$ cat src/rtl/dcas_pkg.sv
`default_nettype none

package dcas_pkg;

    localparam int CHANNELS_DEF = 16;
    localparam int CONTEXTS_DEF = 4;

    typedef enum logic [2:0] {
        KIND_RD_REQ  = 3'd0,
        KIND_WR_REQ  = 3'd1,
        KIND_RD_DONE = 3'd2,
        KIND_WR_DONE = 3'd3,
        KIND_TICK    = 3'd4
    } t_kind;

    typedef struct packed {
        logic [2:0]  kind;
        logic [1:0]  context_req;
        logic [63:0] xfer_src;
        logic [63:0] xfer_dst;
        logic [3:0]  done_channel;
    } t_in;

    typedef struct packed {
        logic       granted;
        logic       no_channel;
        logic [3:0] channel;
        logic       switch_valid;
        logic [1:0] switch_context;
    } t_out;

    typedef struct packed {
        logic load;
        logic exec;
    } t_cmd;

    typedef enum logic [1:0] {
        S_IDLE = 2'b01,
        S_EXEC = 2'b10
    } t_state;

endpackage

`default_nettype wire

$ cat src/rtl/dcas_ctrl.sv
`default_nettype none

module dcas_ctrl (
    input  wire              i_clk,
    input  wire              i_rst_n,
    input  wire              i_in_valid,
    output logic             o_in_ready,
    output logic             o_out_valid,
    input  wire              i_out_ready,
    output dcas_pkg::t_cmd   o_cmd
);
    import dcas_pkg::*;

    t_state r_state, n_state;
    logic   r_out_valid, n_out_valid;
    logic   exec;

    // The result register may be refilled in the same cycle its beat leaves.
    assign exec = (r_state == S_EXEC) && (!r_out_valid || i_out_ready);

    always_comb begin
        n_state     = r_state;
        n_out_valid = r_out_valid;
        if (r_out_valid && i_out_ready) begin
            n_out_valid = 1'b0;
        end
        unique case (r_state)
            S_IDLE: begin
                if (i_in_valid) begin
                    n_state = S_EXEC;
                end
            end
            S_EXEC: begin
                if (exec) begin
                    n_state     = S_IDLE;
                    n_out_valid = 1'b1;
                end
            end
            default: begin
                n_state = S_IDLE;
            end
        endcase
    end

    always_ff @(posedge i_clk) begin
        if (!i_rst_n) begin
            r_state     <= S_IDLE;
            r_out_valid <= 1'b0;
        end else begin
            r_state     <= n_state;
            r_out_valid <= n_out_valid;
        end
    end

    assign o_in_ready  = (r_state == S_IDLE);
    assign o_out_valid = r_out_valid;
    assign o_cmd.load  = (r_state == S_IDLE) && i_in_valid;
    assign o_cmd.exec  = exec;

endmodule

`default_nettype wire

$ cat src/rtl/dcas_dp.sv
`default_nettype none

module dcas_dp #(
    parameter int CHANNELS = dcas_pkg::CHANNELS_DEF,
    parameter int CONTEXTS = dcas_pkg::CONTEXTS_DEF
) (
    input  wire              i_clk,
    input  wire              i_rst_n,
    input  dcas_pkg::t_cmd   i_cmd,
    input  dcas_pkg::t_in    i_in_data,
    output dcas_pkg::t_out   o_out_data
);
    import dcas_pkg::*;

    localparam int CHW = $clog2(CHANNELS);
    localparam int CW  = $clog2(CONTEXTS);

    t_in                 r_in;
    t_out                r_out, n_out;
    logic [CHANNELS-1:0] r_rd_pend, r_wr_pend;
    logic [CHANNELS-1:0] r_rd_wait [CONTEXTS];
    logic [CHANNELS-1:0] r_wr_wait [CONTEXTS];
    logic [CW-1:0]       r_scan, n_scan;

    logic [63:0] rd_src_mem [CHANNELS];
    logic [63:0] rd_dst_mem [CHANNELS];
    logic [63:0] wr_src_mem [CHANNELS];
    logic [63:0] wr_dst_mem [CHANNELS];

    logic                is_read;
    logic [1:0]          ctx_mod;
    logic [CW-1:0]       ctx_idx;
    logic [CHANNELS-1:0] busy, free, low_free;
    logic                any_free;
    logic [CHW-1:0]      chan_idx;
    logic                done_ok;
    logic [CHW-1:0]      done_idx;
    logic [CW-1:0]       scan_c;
    logic                ctx_clear;

    always_comb begin
        is_read = (r_in.kind == KIND_RD_REQ);
        // Context numbers beyond the configured count fold back once.
        if (32'(r_in.context_req) >= CONTEXTS) begin
            ctx_mod = r_in.context_req - 2'(CONTEXTS);
        end else begin
            ctx_mod = r_in.context_req;
        end
        ctx_idx = CW'(ctx_mod);

        busy     = is_read ? r_rd_pend : r_wr_pend;
        free     = ~busy;
        low_free = free & (~free + CHANNELS'(1));
        any_free = |free;
        chan_idx = '0;
        for (int i = 0; i < CHANNELS; i++) begin
            if (low_free[i]) begin
                chan_idx = chan_idx | CHW'(i);
            end
        end

        done_ok  = (32'(r_in.done_channel) < CHANNELS);
        done_idx = CHW'(r_in.done_channel);

        if (r_scan == '0 || 32'(r_scan) >= CONTEXTS) begin
            scan_c = CW'(1);
        end else begin
            scan_c = r_scan;
        end
        ctx_clear = ((r_rd_wait[scan_c] & r_rd_pend) == '0) &&
                    ((r_wr_wait[scan_c] & r_wr_pend) == '0);
        if (32'(scan_c) + 32'd1 >= CONTEXTS) begin
            n_scan = CW'(1);
        end else begin
            n_scan = scan_c + CW'(1);
        end

        n_out = '0;
        unique case (r_in.kind)
            KIND_RD_REQ, KIND_WR_REQ: begin
                n_out.granted    = any_free;
                n_out.no_channel = !any_free;
                n_out.channel    = any_free ? 4'(chan_idx) : 4'd0;
            end
            KIND_TICK: begin
                n_out.switch_valid   = ctx_clear;
                n_out.switch_context = 2'(scan_c);
            end
            default: begin
                n_out = '0;
            end
        endcase
    end

    always_ff @(posedge i_clk) begin
        if (i_cmd.load) begin
            r_in <= i_in_data;
        end
        if (i_cmd.exec) begin
            r_out <= n_out;
        end
    end

    always_ff @(posedge i_clk) begin
        if (!i_rst_n) begin
            r_rd_pend <= '0;
            r_wr_pend <= '0;
            for (int k = 0; k < CONTEXTS; k++) begin
                r_rd_wait[k] <= '0;
                r_wr_wait[k] <= '0;
            end
            r_scan <= CW'(1);
        end else if (i_cmd.exec) begin
            unique case (r_in.kind)
                KIND_RD_REQ: begin
                    if (any_free) begin
                        r_rd_pend[chan_idx]  <= 1'b1;
                        r_rd_wait[ctx_idx]   <= r_rd_wait[ctx_idx] | low_free;
                    end
                end
                KIND_WR_REQ: begin
                    if (any_free) begin
                        r_wr_pend[chan_idx]  <= 1'b1;
                        r_wr_wait[ctx_idx]   <= r_wr_wait[ctx_idx] | low_free;
                    end
                end
                KIND_RD_DONE: begin
                    if (done_ok) begin
                        r_rd_pend[done_idx] <= 1'b0;
                    end
                end
                KIND_WR_DONE: begin
                    if (done_ok) begin
                        r_wr_pend[done_idx] <= 1'b0;
                    end
                end
                KIND_TICK: begin
                    r_scan <= n_scan;
                end
                default: begin
                end
            endcase
        end
    end

    // Channel descriptors for the transfer engines.
    always_ff @(posedge i_clk) begin
        if (i_cmd.exec && any_free) begin
            if (r_in.kind == KIND_RD_REQ) begin
                rd_src_mem[chan_idx] <= r_in.xfer_src;
                rd_dst_mem[chan_idx] <= r_in.xfer_dst;
            end
            if (r_in.kind == KIND_WR_REQ) begin
                wr_src_mem[chan_idx] <= r_in.xfer_src;
                wr_dst_mem[chan_idx] <= r_in.xfer_dst;
            end
        end
    end

    assign o_out_data = r_out;

endmodule

`default_nettype wire

$ cat src/rtl/dma_channel_alloc_ctx_sched_unit.sv
`default_nettype none

// Transfer-channel allocator and context scheduler. Each input beat is a read
// or write channel request, a read or write completion, or a scheduler tick,
// and each produces exactly one result beat. A request takes the lowest free
// channel of its direction and records the addresses in that channel's
// descriptor; a tick checks the next context in rotation over 1..CONTEXTS-1
// and flags it ready when none of its channels is still pending. Other kinds
// yield an all-zero result. The sequencer captures an item in its idle state
// and executes it in its exec state, and takes no new item until the last one
// has executed. The result sits in its own register, so a waiting result does
// not hold up the next input; if that result is still untaken when the next
// item executes, execution waits. No clearing pass is needed after reset.
module dma_channel_alloc_ctx_sched_unit #(
    parameter int CHANNELS = dcas_pkg::CHANNELS_DEF,
    parameter int CONTEXTS = dcas_pkg::CONTEXTS_DEF
) (
    input  wire              i_clk,
    input  wire              i_rst_n,
    input  wire              i_in_valid,
    output logic             o_in_ready,
    input  dcas_pkg::t_in    i_in_data,
    output logic             o_out_valid,
    input  wire              i_out_ready,
    output dcas_pkg::t_out   o_out_data
);
    import dcas_pkg::*;

    t_cmd cmd;

    dcas_ctrl u_ctrl (
        .i_clk       (i_clk),
        .i_rst_n     (i_rst_n),
        .i_in_valid  (i_in_valid),
        .o_in_ready  (o_in_ready),
        .o_out_valid (o_out_valid),
        .i_out_ready (i_out_ready),
        .o_cmd       (cmd)
    );

    dcas_dp #(
        .CHANNELS (CHANNELS),
        .CONTEXTS (CONTEXTS)
    ) u_dp (
        .i_clk      (i_clk),
        .i_rst_n    (i_rst_n),
        .i_cmd      (cmd),
        .i_in_data  (i_in_data),
        .o_out_data (o_out_data)
    );

endmodule

`default_nettype wire

$ cat config.mk
export PLATFORM = sky130hd
export DESIGN_NAME = dma_channel_alloc_ctx_sched_unit
export DESIGN_NICKNAME = d
export VERILOG_FILES = /design/src/rtl/dcas_pkg.sv /design/src/rtl/dcas_ctrl.sv /design/src/rtl/dcas_dp.sv /design/src/rtl/dma_channel_alloc_ctx_sched_unit.sv
export SDC_FILE = /design/constraint.sdc
export NUM_CORES = 1
export LEC_CHECK = 0
export ABC_CLOCK_PERIOD_IN_PS = 9700
export BUFFER_PORTS_ARGS = -buffer_cell sky130_fd_sc_hd__buf_2
export CORE_UTILIZATION = 45
export CTS_CLUSTER_DIAMETER = 80
export CTS_CLUSTER_SIZE = 16
export DETAILED_ROUTE_END_ITERATION = 10
export PLACE_DENSITY = 0.66
export SYNTH_ARGS = -nofsm -noshare
export SYNTH_HDL_FRONTEND = slang
export SYNTH_SLANG_ARGS = --single-unit
$ cat constraint.sdc
create_clock -name i_clk -period 9.7 [get_ports i_clk]
set_clock_uncertainty 0.2 [all_clocks]
set_input_delay 1.94 -clock i_clk [delete_from_list [all_inputs] [get_ports i_clk]]
set_output_delay 1.94 -clock i_clk [all_outputs]
set_load 0.01 [all_outputs]
### After elaboration in Yosys (flattened, before gate mapping)

Memory sizes are Yosys's and may differ from the RTL's. A register that Yosys moved wholly into a read port is not among the register bits.
Cells that the tools add are included.

| cells by class | value |
|---|---|
| $add $sub $neg | 3 |
| multiply operators | 0 |
| div/mod/pow operators | 0 |
| magnitude comparators | 5 |
| equality and inequality tests | 10 |
| shift operators | 0 |
| multiplexer cells | 50 |
| bitwise logic cells | 12 |
| reductions and logical operators | 24 |

Operator list:

| cell | number |
|---|---|
| 16-bit bitwise AND | 5 |
| 16-bit 2-to-1 mux | 5 |
| 16-bit bitwise OR | 4 |
| 16-bit one-hot mux with 2 select lines | 2 |
| 16-bit inverter | 3 |
| 16-bit OR reduction | 3 |
| 32-bit by 3-bit >= comparator with 1-bit output (second input constant) | 1 |
| 16-bit logical NOT | 2 |
| 4-bit 2-to-1 mux | 8 |
| 2-bit 2-to-1 mux | 10 |
| 1-bit 2-to-1 mux | 18 |
| 16-bit by 1-bit adder with 16-bit output (second input constant) | 1 |
| 3-bit 2-to-1 mux | 4 |
| 4-bit by 5-bit less-than comparator with 1-bit output (second input constant) | 2 |
| 1-bit demux with 4-bit select | 2 |
| 4-bit by 1-bit >= comparator with 1-bit output (second input constant) | 2 |
| 3-bit by 2-bit == test with 1-bit output (second input constant) | 2 |
| 1-bit logical AND | 6 |
| 2-bit AND reduction | 3 |
| 3-bit AND reduction | 2 |
| 2-bit by 1-bit != test with 1-bit output (second input constant) | 2 |
| 2-bit != test (second input constant) | 2 |
| 2-bit one-hot mux with 2 select lines | 1 |
| 2-bit nonzero test | 2 |
| other kinds (11) | 12 |

| storage, ports and cells | value |
|---|---|
| register bits after elaboration | 55 |
| bits in latches | 0 |
| memory bits (writable) | 128 |
| bits in read-only memories | 0 |
| bits of input ports | 141 |
| output and inout port bits | 11 |
| logic and storage cells | 119 |
| memories | 2 |

Memory list:

| name | words | bits a word | rd ports | clocked after Yosys merged registers in | wr ports | RTL line | text |
|---|---|---|---|---|---|---|---|
| u_dp.r_rd_wait | 4 | 16 | 2 | 1 | 4 | dcas_dp.sv:21 | `logic [CHANNELS-1:0] r_rd_wait [CONTEXTS];` |
| u_dp.r_wr_wait | 4 | 16 | 2 | 1 | 4 | dcas_dp.sv:22 | `logic [CHANNELS-1:0] r_wr_wait [CONTEXTS];` |

### Logic depth before layout (Yosys ltp)

Gate-level depths: netlist (run 1).

| logic depth | value |
|---|---|
| depth in word-level cells | 28 |
| mapped depth | 10 |
| mapped depth without buffers | 6 |

### Hierarchy

From an unflattened synthesis (run 1), not the netlist that was laid out.

| unflattened totals | value |
|---|---|
| cell total of the unflattened synthesis | 811 |
| area total of the unflattened synthesis | 9196.3 um^2 |

By module, submodules not included:

| module | instances | cells each | area each (um^2) | sequential area each (um^2) |
|---|---|---|---|---|
| dcas_dp | 1 | 798 | 9062.4 | 5104.9 |
| dcas_ctrl | 1 | 13 | 133.9 | 60.1 |

### Worst setup path after synthesis (run 1)

Ideal clock, no wire load.

| timing path | value |
|---|---|
| path kind | input to register |
| from | in i_out_ready |
| to | mem u_dp.r_wr_wait[0][0] (netlist name), enable pin |
| library setup time | 0.372 ns |
| data arrival time | 4.228 ns |
| required time | 9.128 ns |
| setup slack | 4.901 ns |
| stages on the path | 9 |
| cell sequence | nor2b_1 > nor2_1 > nand3_1 > or3_1 > buf_2 > or3_1 > buf_6 > buf_12 > nand2_1 |

RTL lines:

| item | RTL line | text |
|---|---|---|
| start, declared | dma_channel_alloc_ctx_sched_unit.sv:24 | `input wire i_out_ready,` |
| end, declared | dcas_dp.sv:22 |  |

==> flow_metrics.py, run 1 <==
metrics = {
    "synth": {
        "synthDistinctLibCells": 57,
        "yosysTopAreaCell": "edfxtp_1",
        "ys_ff_latch": 185,
        "yosysTopAreaCellShare_pct": 47.9,
        "yosys_warnings": 0,
        "netlist_instances": 837,
        "synth_edf_count": 146,
        "syn-num-nets": 978,
        "postSynthAreaPerCell_um2": 10.9,
        "synth-async-reset-ratio_pct": 0,
        "synthFlopType": "edfxtp_1",
        "ys_top_cells_by_area": "edfxtp_1 48%, nor2_1 8.6%, dfxtp_1 8.5%",
        "synthesis.area_mm2": 0.00915,
        "ys_seq_area_share_pct": 56.5,
    },
    "route": {
        "drtIter0Drc": 633,
        "dr.pass1.iters": 5,
        "ant_nets": 0,
        "wl_um": 24000,
        "via_per_inst": 5.99,
        "drc": 0,
        "wl_per_cell_um": 21.4,
        "vias": 6719,
    },
    "global_route": {
        "grt_pass1_vias": 6552,
        "grt_pass1_wl_um": 37200,
        "grt_max_degree": 70,
        "overflow": 0,
        "grt_use_total_pct": 24.7,
        "antenna_found_initial": 0,
    },
    "layout": {
        "fin_nets": 985,
        "layout_common_cells": "210 x nor2_1, 146 x edfxtp_1, 67 x a21oi_1, 63 x nand2_1, 36 x dfxtp_1",
        "area_delta_synth_final_pct": 9.75,
        "multi_input_area_mm2": 0.00371,
        "diodes": 0,
        "layout-drive-gt1-share_pct": 14.4,
        "mostFrequentLayoutCell": "nor2_1",
        "ff_latch_area_mm2": 0.00517,
        "n_fill_cell": 1734,
        "instances_no_fill": 1122,
    },
    "place": {
        "portBuffers": 23,
        "place_ws_ns": 3.86,
        "dp_cells": 1090,
        "dp_hpwl_um": 16000,
        "finalWeightedCongestion": 0.965,
    },
    "floorplan": {
        "dieArea_mm2": 0.0209,
        "rows": 51,
        "io_pins": 152,
        "initial_utilization_pct": 46.4,
        "core_mm2": 0.0197,
        "die_width_um": 145,
        "fp.dieH_um": 145,
    },
    "critical_path": {
        "worstPathMaxFanout": 17,
        "cp_data_arrival_time_ns": 5.18,
        "worst_setup_path_end_kind": "flop",
        "required_ns": 9.57,
        "cp-start-kind": "input pin",
        "cp_slowest_cell": "nor2_1",
        "worst-setup-path-type": "in -> reg",
        "cp_cell_sequence": "buf_2, nor2b_1, nor2_1, nand2_1, or3_1, buf_4, or3_1, nand2_1",
        "reg2reg_slack_ns": 5.48,
        "slowest_delay_ns": 0.84,
    },
    "timing": {
        "fin_crit_sh_pct": 54.7,
        "drv_slew": 0,
        "worst_slew_pin_slew_ns": 1.11,
        "fmax_mhz": 188,
        "final.setup.worst_slack_ns": 4.39,
        "rsz0062_at_grt": "false",
        "finalHoldViolCount": 0,
        "fin_crit_ns": 5.31,
        "setup-violations-final": 0,
        "max_slew_margin_pct": 25.9,
        "tns_ns": 0,
        "holdWs_ns": 0.314,
    },
    "cts": {
        "clk_pin_slew_ns": 0.07,
        "cts_buffers": 17,
        "postCtsSetupBuffers": 0,
        "clockBufferDepth": 2,
        "worstSkewPairLatency_ns": 0.45,
        "cts-hold-fix-buffers": 0,
        "post_cts_resized": 0,
        "clock-root-buffer": "clkbuf_16",
        "cts_max_level": 4,
        "clkSinkCount": 185,
        "cts_tree": "done",
    },
    "run_status": {
        "status": "finished clean",
    },
    "worst_hold_path": {
        "worstHoldPathType": "reg -> reg",
    },
    "power": {
        "leakagePower_uw": 0.00360,
        "peakVddDrop_uv": 104,
        "p_per_area_mw_per_mm2": 167,
    },
    "run": {
        "maxCapViolations": 0,
    },
}
## worst paths after layout
| kind | start | to | cells after the start |
|---|---|---|---|
| setup reg to reg | u_dp.r_in[136] | u_dp.r_rd_wait[0][4] | 7 |
| setup / recovery | i_out_ready | u_dp.r_rd_wait[0][4] | 8 |
| hold / removal | u_ctrl.o_out_valid | u_ctrl.o_out_valid | 2 |
| hold reg to reg | u_ctrl.o_out_valid | u_ctrl.o_out_valid | 2 |
## power breakdown
| part | switching [uW] | internal [uW] | total [uW] |
|---|---|---|---|
| Combinational | 74.3 | 42.5 | 117 |
| Sequential | 15.4 | 876 | 891 |
| Clock | 327 | 346 | 674 |
## state kept, by name, indices dropped and copies added (netlist names), named ones only
| name | flops |
|---|---|
| u_ctrl.r_state | 2 |
| u_dp.ctx_idx | 2 |
| u_ctrl.o_out_valid | 1 |
| u_dp.r_wr_wait | 64 |
| u_dp.r_wr_pend | 16 |
| u_dp.o_out_data | 9 |
| u_dp.r_rd_wait | 64 |
| u_dp.done_idx | 4 |
| u_dp.r_scan | 2 |
| u_dp.r_rd_pend | 16 |
| u_dp.r_in | 3 |
## routing by layer
metal / vias up / global-route usage [%] / share of wire [%]
met1: 3314 / 32.4 / 43
li1: 3085 / - / -
met2: 270 / 40.0 / 47
met4: 0 / 10.5 / 2.8
met5: - / 0 / 0
met3: 50 / 5.07 / 6.5
## Yosys cell counts (all sizes together), types with 2 or more instances
cell     number
nor2        219
edfxtp      146
a21oi        67
nand2        63
dfxtp        39
mux2i        34
o21ai        33
mux4         32
clkbuf       29
nand3        27
buf          19
a211oi       12
inv          12
or3          11
nand2b        9
nor2b         9
a22oi         8
nor3          7
nand4         6
and2          5
nand4b        4
a2111oi       3
mux2          3
nor4          3
nor4b         3
o22ai         3
o31ai         3
a41o          2
and4          2
o211a         2
o22a          2
or2           2
## critical path, delay by kind of cell
kind / cells / cell delay, ns
simple gates: 6 / 2.89
buf+inv: 2 / 0.31
## final cells by class
| class | count | share of cell area (%) |
|---|---|---|
| inverter | 13 | 0.486 |
| sequential | 185 | 51.5 |
| clock inverter | 14 | 1.30 |
| clock buffer | 18 | 4.37 |
| timing repair buffer | 36 | 2.12 |
| tap | 265 | 3.30 |
| multi-input combinational | 591 | 36.9 |
## per-stage QoR
step	utilization [%]	cell area (um2)	power (uW)
finish	50.9	10000	1680
global route	50.9	10000	1730
CTS	50.9	10000	1690
detailed placement	48.0	9470	1030
global placement	48.0	9470	1020
floorplan	-	9150	990
## cells by family (layout without fill, tap and decap cells)
kind of cell           count (synthesis)  count (layout)  synth area share [%]
AO/OA/AOI/OAI                        147             147                  9.77
buffers and inverters                 61              81                  2.99
flip-flops                           185             185                  56.5
multiplexers                          69              69                  12.0
AND/OR/NAND/NOR                      375             375                  18.8
Note: power is estimated with default switching activity, not from simulation.
==> run 2: changes to the inputs <==
--- a/config.mk
+++ b/config.mk
@@ -5,13 +5,13 @@
 export SDC_FILE = /design/constraint.sdc
 export NUM_CORES = 1
 export LEC_CHECK = 0
-export ABC_CLOCK_PERIOD_IN_PS = 9700
+export ABC_CLOCK_PERIOD_IN_PS = 4600
 export BUFFER_PORTS_ARGS = -buffer_cell sky130_fd_sc_hd__buf_2
 export CORE_UTILIZATION = 45
 export CTS_CLUSTER_DIAMETER = 80
 export CTS_CLUSTER_SIZE = 16
 export DETAILED_ROUTE_END_ITERATION = 10
-export PLACE_DENSITY = 0.66
+export PLACE_DENSITY = 0.69
 export SYNTH_ARGS = -nofsm -noshare
 export SYNTH_HDL_FRONTEND = slang
 export SYNTH_SLANG_ARGS = --single-unit
==> constraint.sdc (replaced) <==
create_clock -name i_clk -period 4.6 [get_ports i_clk]
set_clock_uncertainty 0.2 [all_clocks]
set_input_delay 0.92 -clock i_clk [delete_from_list [all_inputs] [get_ports i_clk]]
set_output_delay 0.92 -clock i_clk [all_outputs]
set_load 0.01 [all_outputs]
==> run 2 against run 1 <==
  * Sequential share of layout area fell by 0.38 points
  * Wire length is 0.31% higher
  * Critical path depth unchanged
  * Power grew 110%
  * Final area up 0.73%
  * Flip-flop and latch count did not move
  * Worst setup slack got worse by 3.5 ns
  * Clock power is 110% higher
  * Non-clock buffer count is 8 higher
  * Final cell count up 0.71%
==> flow_metrics.py, run 2 (same netlist as run 1, synthesis figures left out) <==
metrics = {
    "critical_path": {
        "crit_top_cell": "buf_4",
        "cp-start-kind": "flop",
        "cp_slowest_cell": "nand2_1",
        "worst_r2r_endpoint": "u_dp.r_rd_wait[1][9]",
        "worstSetupPathDepth": 8,
        "worst-setup-path-type": "reg -> reg",
        "critical_path_buf_inv_count": 2,
        "reg2reg_slack_ns": 0.94,
        "crit_family": "simple AND/OR/NAND/NOR gates",
        "required_ns": 4.38,
        "critPathLaunch": "u_dp.r_in[136]",
        "cp_data_arrival_time_ns": 3.45,
        "reg2reg_from": "u_dp.r_in[136]",
        "cp_cell_sequence": "or3_4, nor4_1, o2bb2a_4, nor2_1, buf_4, nand3_1, buf_4, nand2_1",
        "worst_setup_path_end_kind": "flop",
        "slowest_delay_ns": 0.58,
        "rr_worst_depth": 8,
        "endpoint": "u_dp.r_rd_wait[1][9]",
        "worstPathMaxFanout": 21,
    },
    "timing": {
        "rsz0062_at_grt": "false",
        "drv_slew": 0,
        "fin_crit_ns": 3.66,
        "final.setup.worst_slack_ns": 0.936,
        "fmax_mhz": 273,
        "fin_crit_sh_pct": 79.7,
        "tns_ns": 0,
        "worst_slew_pin_slew_ns": 1.06,
        "setup-violations-final": 0,
        "max_slew_margin_pct": 29.4,
        "finalHoldViolCount": 0,
    },
    "layout": {
        "n_fill_cell": 1713,
        "layout-drive-gt1-share_pct": 14.9,
        "area_delta_synth_final_pct": 10.6,
        "layout_common_cells": "210 x nor2_1, 146 x edfxtp_1, 67 x a21oi_1, 63 x nand2_1, 36 x dfxtp_1",
        "top_regs": "u_dp.r_rd_wait x64, u_dp.r_wr_wait x64",
        "fin_nets": 993,
        "diodes": 0,
        "mostFrequentLayoutCell": "nor2_1",
    },
    "worst_hold_path": {
        "worstHoldPathType": "reg -> reg",
    },
    "power": {
        "p_per_area_mw_per_mm2": 352,
        "peakVddDrop_uv": 231,
        "power_uw": 3560,
        "leakagePower_uw": 0.00364,
    },
    "cts": {
        "cts_max_level": 4,
        "worstSkewPairLatency_ns": 0.44,
        "clkSinkCount": 185,
        "clockBufferDepth": 2,
        "cts-hold-fix-buffers": 0,
        "cts_tree": "done",
        "clock-root-buffer": "clkbuf_16",
        "postCtsSetupBuffers": 0,
        "clk_pin_slew_ns": 0.07,
        "cts_buffers": 17,
        "post_cts_resized": 0,
    },
    "floorplan": {
        "initial_utilization_pct": 46.4,
        "rows": 51,
        "die_width_um": 145,
        "core_mm2": 0.0197,
        "io_pins": 152,
        "dieArea_mm2": 0.0209,
        "fp.dieH_um": 145,
    },
    "route": {
        "ant_nets": 0,
        "via_per_inst": 6.00,
        "wl_um": 24100,
        "wl_per_cell_um": 21.3,
        "drc": 0,
        "dr.pass1.iters": 5,
        "drtIter0Drc": 743,
        "vias": 6785,
    },
    "place": {
        "finalWeightedCongestion": 0.943,
        "dp_hpwl_um": 16100,
        "portBuffers": 23,
        "place_ws_ns": 0.878,
    },
    "global_route": {
        "grt_max_degree": 36,
        "grt_pass1_wl_um": 37200,
        "grt_use_total_pct": 24.6,
        "grt_pass1_vias": 6461,
        "antenna_found_initial": 0,
        "overflow": 0,
    },
    "run": {
        "maxCapViolations": 0,
    },
    "run_status": {
        "status": "finished clean",
    },
}
[run 2: how the worst min path moves through the flow]
stage / startpoint / endpoint / slack (ns) / depth (start not counted)
after global placement: u_dp.r_wr_pend[9] / u_dp.r_wr_pend[9] / 0.30 / 2
after global routing: u_dp.r_rd_pend[14] / u_dp.r_rd_pend[14] / 0.34 / 2
after floorplan: u_dp.r_rd_pend[14] / u_dp.r_rd_pend[14] / 0.28 / 2
final: u_dp.r_wr_pend[5] / u_dp.r_wr_pend[5] / 0.32 / 2
after CTS: u_dp.r_wr_pend[5] / u_dp.r_wr_pend[5] / 0.31 / 2
after detailed placement: u_dp.r_wr_pend[5] / u_dp.r_wr_pend[5] / 0.30 / 2
[run 2: final cells by class]
class	instances	area [um2]	share of cell area (%)
clock buffer	17	425	4.21
sequential	185	5170	51.1
tap	265	332	3.28
timing repair buffer	44	285	2.82
inverter	13	48.8	0.482
multi-input combinational	591	3710	36.7
clock inverter	15	145	1.43
[run 2: metal layers]
| layer | global-route usage, % | vias to the layer above | part of all wire (%) |
|---|---|---|---|
| li1 | - | 3089 | - |
| met1 | 33.1 | 3327 | 42 |
| met2 | 38.9 | 327 | 47 |
| met3 | 6.13 | 42 | 8.3 |
| met4 | 8.31 | 0 | 2.2 |
| met5 | 0 | - | 0 |
[run 2: where the power goes]
group | switching, uW | internal, uW | total (uW)
Clock | 674 | 756 | 1430
Combinational | 144 | 92.1 | 236
Sequential | 46.4 | 1850 | 1890
Total | 864 | 2700 | 3560
[run 2: tightest hold or removal path, delay by kind of cell (launching register included)]
kind / cells / cell delay (ns)
AO/OA/AOI/OAI: 2 / 0.15
flip-flops: 1 / 0.34
[run 2: through the flow]
step | hold slack, ns | utilization [%] | instances | area, um2
6_report | 0.324 | 51.3 | 1130 | 10100
5_1_grt | 0.345 | 51.3 | 1130 | 10100
4_1_cts | 0.313 | 51.3 | 1130 | 10100
3_5_place_dp | 0.303 | 48.4 | 1098 | 9540
3_3_place_gp | 0.300 | 48.4 | 1098 | 9540
2_1_floorplan | 0.279 | - | 837 | 9150
==> run 3: changes to the inputs <==
--- a/config.mk
+++ b/config.mk
@@ -5,7 +5,7 @@
 export SDC_FILE = /design/constraint.sdc
 export NUM_CORES = 1
 export LEC_CHECK = 0
-export ABC_CLOCK_PERIOD_IN_PS = 4600
+export ABC_CLOCK_PERIOD_IN_PS = 3000
 export BUFFER_PORTS_ARGS = -buffer_cell sky130_fd_sc_hd__buf_2
 export CORE_UTILIZATION = 45
 export CTS_CLUSTER_DIAMETER = 80
==> constraint.sdc (replaced) <==
create_clock -name i_clk -period 3 [get_ports i_clk]
set_clock_uncertainty 0.2 [all_clocks]
set_input_delay 0.6 -clock i_clk [delete_from_list [all_inputs] [get_ports i_clk]]
set_output_delay 0.6 -clock i_clk [all_outputs]
set_load 0.01 [all_outputs]
==> run 3 against run 2 <==
  * Register-to-register slack lost 0.83 ns
  * Critical path depth shrank 1
  * Flip-flop and latch count is the same
  * Hold slack lost 0.18 ns
  * Sequential power grew 52%
  * Via count grew 1.6%
  * Power grew 55%
  * Sequential share of layout area shrank 2.6 points
  * Final area grew 5.4%
  * Die area is the same
  * Count of clock-buffer cells in the layout is the same
  * Critical path type unchanged
  * Critical endpoint is now u_dp.r_wr_wait[0][8]
==> flow_metrics.py, run 3 (same netlist as run 1, synthesis figures left out) <==
metrics = {
    "critical_path": {
        "required_ns": 2.95,
        "worstPathMaxFanout": 12,
        "cp_data_arrival_time_ns": 2.84,
        "worst-setup-path-type": "reg -> reg",
        "cp-start-kind": "flop",
        "worst_setup_path_end_kind": "flop",
    },
    "global_route": {
        "grt_pass1_wl_um": 37400,
        "overflow": 0,
        "grt_pass1_vias": 6518,
        "grt_max_degree": 39,
        "grt_use_total_pct": 25.0,
        "antenna_found_initial": 0,
    },
    "floorplan": {
        "initial_utilization_pct": 46.4,
        "fp.dieH_um": 145,
        "io_pins": 152,
        "rows": 51,
        "core_mm2": 0.0197,
        "die_width_um": 145,
        "dieArea_mm2": 0.0209,
    },
    "layout": {
        "diodes": 0,
        "layout_common_cells": "209 x nor2_1, 146 x edfxtp_1, 67 x a21oi_1, 61 x nand2_1, 46 x buf_4",
        "layout-drive-gt1-share_pct": 19.5,
        "mostFrequentLayoutCell": "nor2_1",
        "top_regs": "u_dp.r_rd_wait x64, u_dp.r_wr_wait x64",
        "fin_nets": 1035,
        "instances_no_fill": 1172,
        "area_delta_synth_final_pct": 16.5,
    },
    "cts": {
        "worstSkewPairLatency_ns": 0.44,
        "postCtsSetupBuffers": 0,
        "cts_buffers": 17,
        "clockBufferDepth": 2,
        "cts_max_level": 4,
        "cts_tree": "done",
        "cts-hold-fix-buffers": 0,
        "clock-root-buffer": "clkbuf_16",
        "post_cts_resized": 0,
        "clkSinkCount": 185,
        "clk_pin_slew_ns": 0.07,
    },
    "route": {
        "wl_met2_um": 11300,
        "ant_nets": 0,
        "wl_um": 24400,
        "routed.top_layer": "met4",
        "drc": 0,
        "vias": 6893,
        "m1WireLength_um": 10600,
        "drtIter0Drc": 637,
        "dr.pass1.iters": 5,
        "wl_per_cell_um": 20.8,
        "dr_wl_met3_um": 1860,
        "via_per_inst": 5.88,
    },
    "timing": {
        "finalHoldViolCount": 0,
        "worst_slew_pin_slew_ns": 0.835,
        "fmax_mhz": 346,
        "fin_crit_sh_pct": 96.4,
        "fin_crit_ns": 2.89,
        "drv_slew": 0,
        "max_slew_margin_pct": 43.8,
        "setup-violations-final": 0,
        "rsz0062_at_grt": "false",
        "tns_ns": 0,
    },
    "run_status": {
        "status": "finished clean",
    },
    "power": {
        "peakVddDrop_uv": 370,
        "p_per_area_mw_per_mm2": 519,
        "leakagePower_uw": 0.00395,
    },
    "place": {
        "dp_cells": 1140,
        "dp_hpwl_um": 17200,
        "finalWeightedCongestion": 0.981,
        "portBuffers": 23,
    },
    "run": {
        "maxCapViolations": 0,
    },
    "worst_hold_path": {
        "worstHoldPathType": "in -> reg",
    },
}
## run 3: cell types whose count changed in the layout (fill, tap and decap cells not counted), moves of 2 or more
cell	delta
nand2_2	+2
buf_4	+26
buf_12	+16
nand2_1	-2
inv_6	+2
inv_8	+3
clkinv_1	-2
## run 3: worst max-delay path, cell delays in order (launching register included)
cell      delay (ns)
edfxtp_1        0.51
or3_4           0.48
nand3_2         0.11
o2bb2a_4        0.19
or3_1           0.37
or3_1           0.44
nand2_2         0.15
buf_12          0.15
## run 3: worst paths after layout
| kind | slack (ns) | end | depth (start not counted) | start |
|---|---|---|---|---|
| min | 0.14 | u_dp.r_in[136] | 1 | i_in_data[136] |
| min reg2reg | 0.32 | u_ctrl.o_out_valid | 2 | u_ctrl.o_out_valid |
| max | 0.11 | u_dp.r_wr_wait[0][8] | 7 | u_dp.r_in[135] |
| max reg2reg | 0.11 | u_dp.r_wr_wait[0][8] | 7 | u_dp.r_in[135] |
## run 3: metrics by stage
step	hold WS [ns]	area, um2	worst slack [ns]	util, %	total power, uW
6_report	0.143	10700	0.107	54.1	5530
4_1_cts	0.132	10700	0.117	54.0	5560
5_1_grt	0.135	10700	0.0108	54.1	5690
3_5_place_dp	0.310	10100	0.131	51.1	3350
2_1_floorplan	0.279	9160	0.0181	-	3200
3_3_place_gp	0.301	10100	0.137	51.1	3340
## run 3: per-layer routing
metal / global-route usage, % / up-vias
met4: 10.6 / 0
met5: 0 / -
met1: 33.1 / 3382
li1: - / 3186
met2: 38.9 / 285
met3: 6.56 / 40
## run 3: where the power goes
group,internal (uW),total (uW),switching (uW)
logic,171,418,247
clock network,1180,2230,1050
registers,2830,2880,51.7
## run 3: final cells by class
type,count,area [um2]
inverters,13,48.8
multi-input cells,591,3730
clock inverters,15,156
clock buffers,17,425
well taps,265,332
repair buffers,86,801
fillers,1693,9060
flip-flops and latches,185,5170
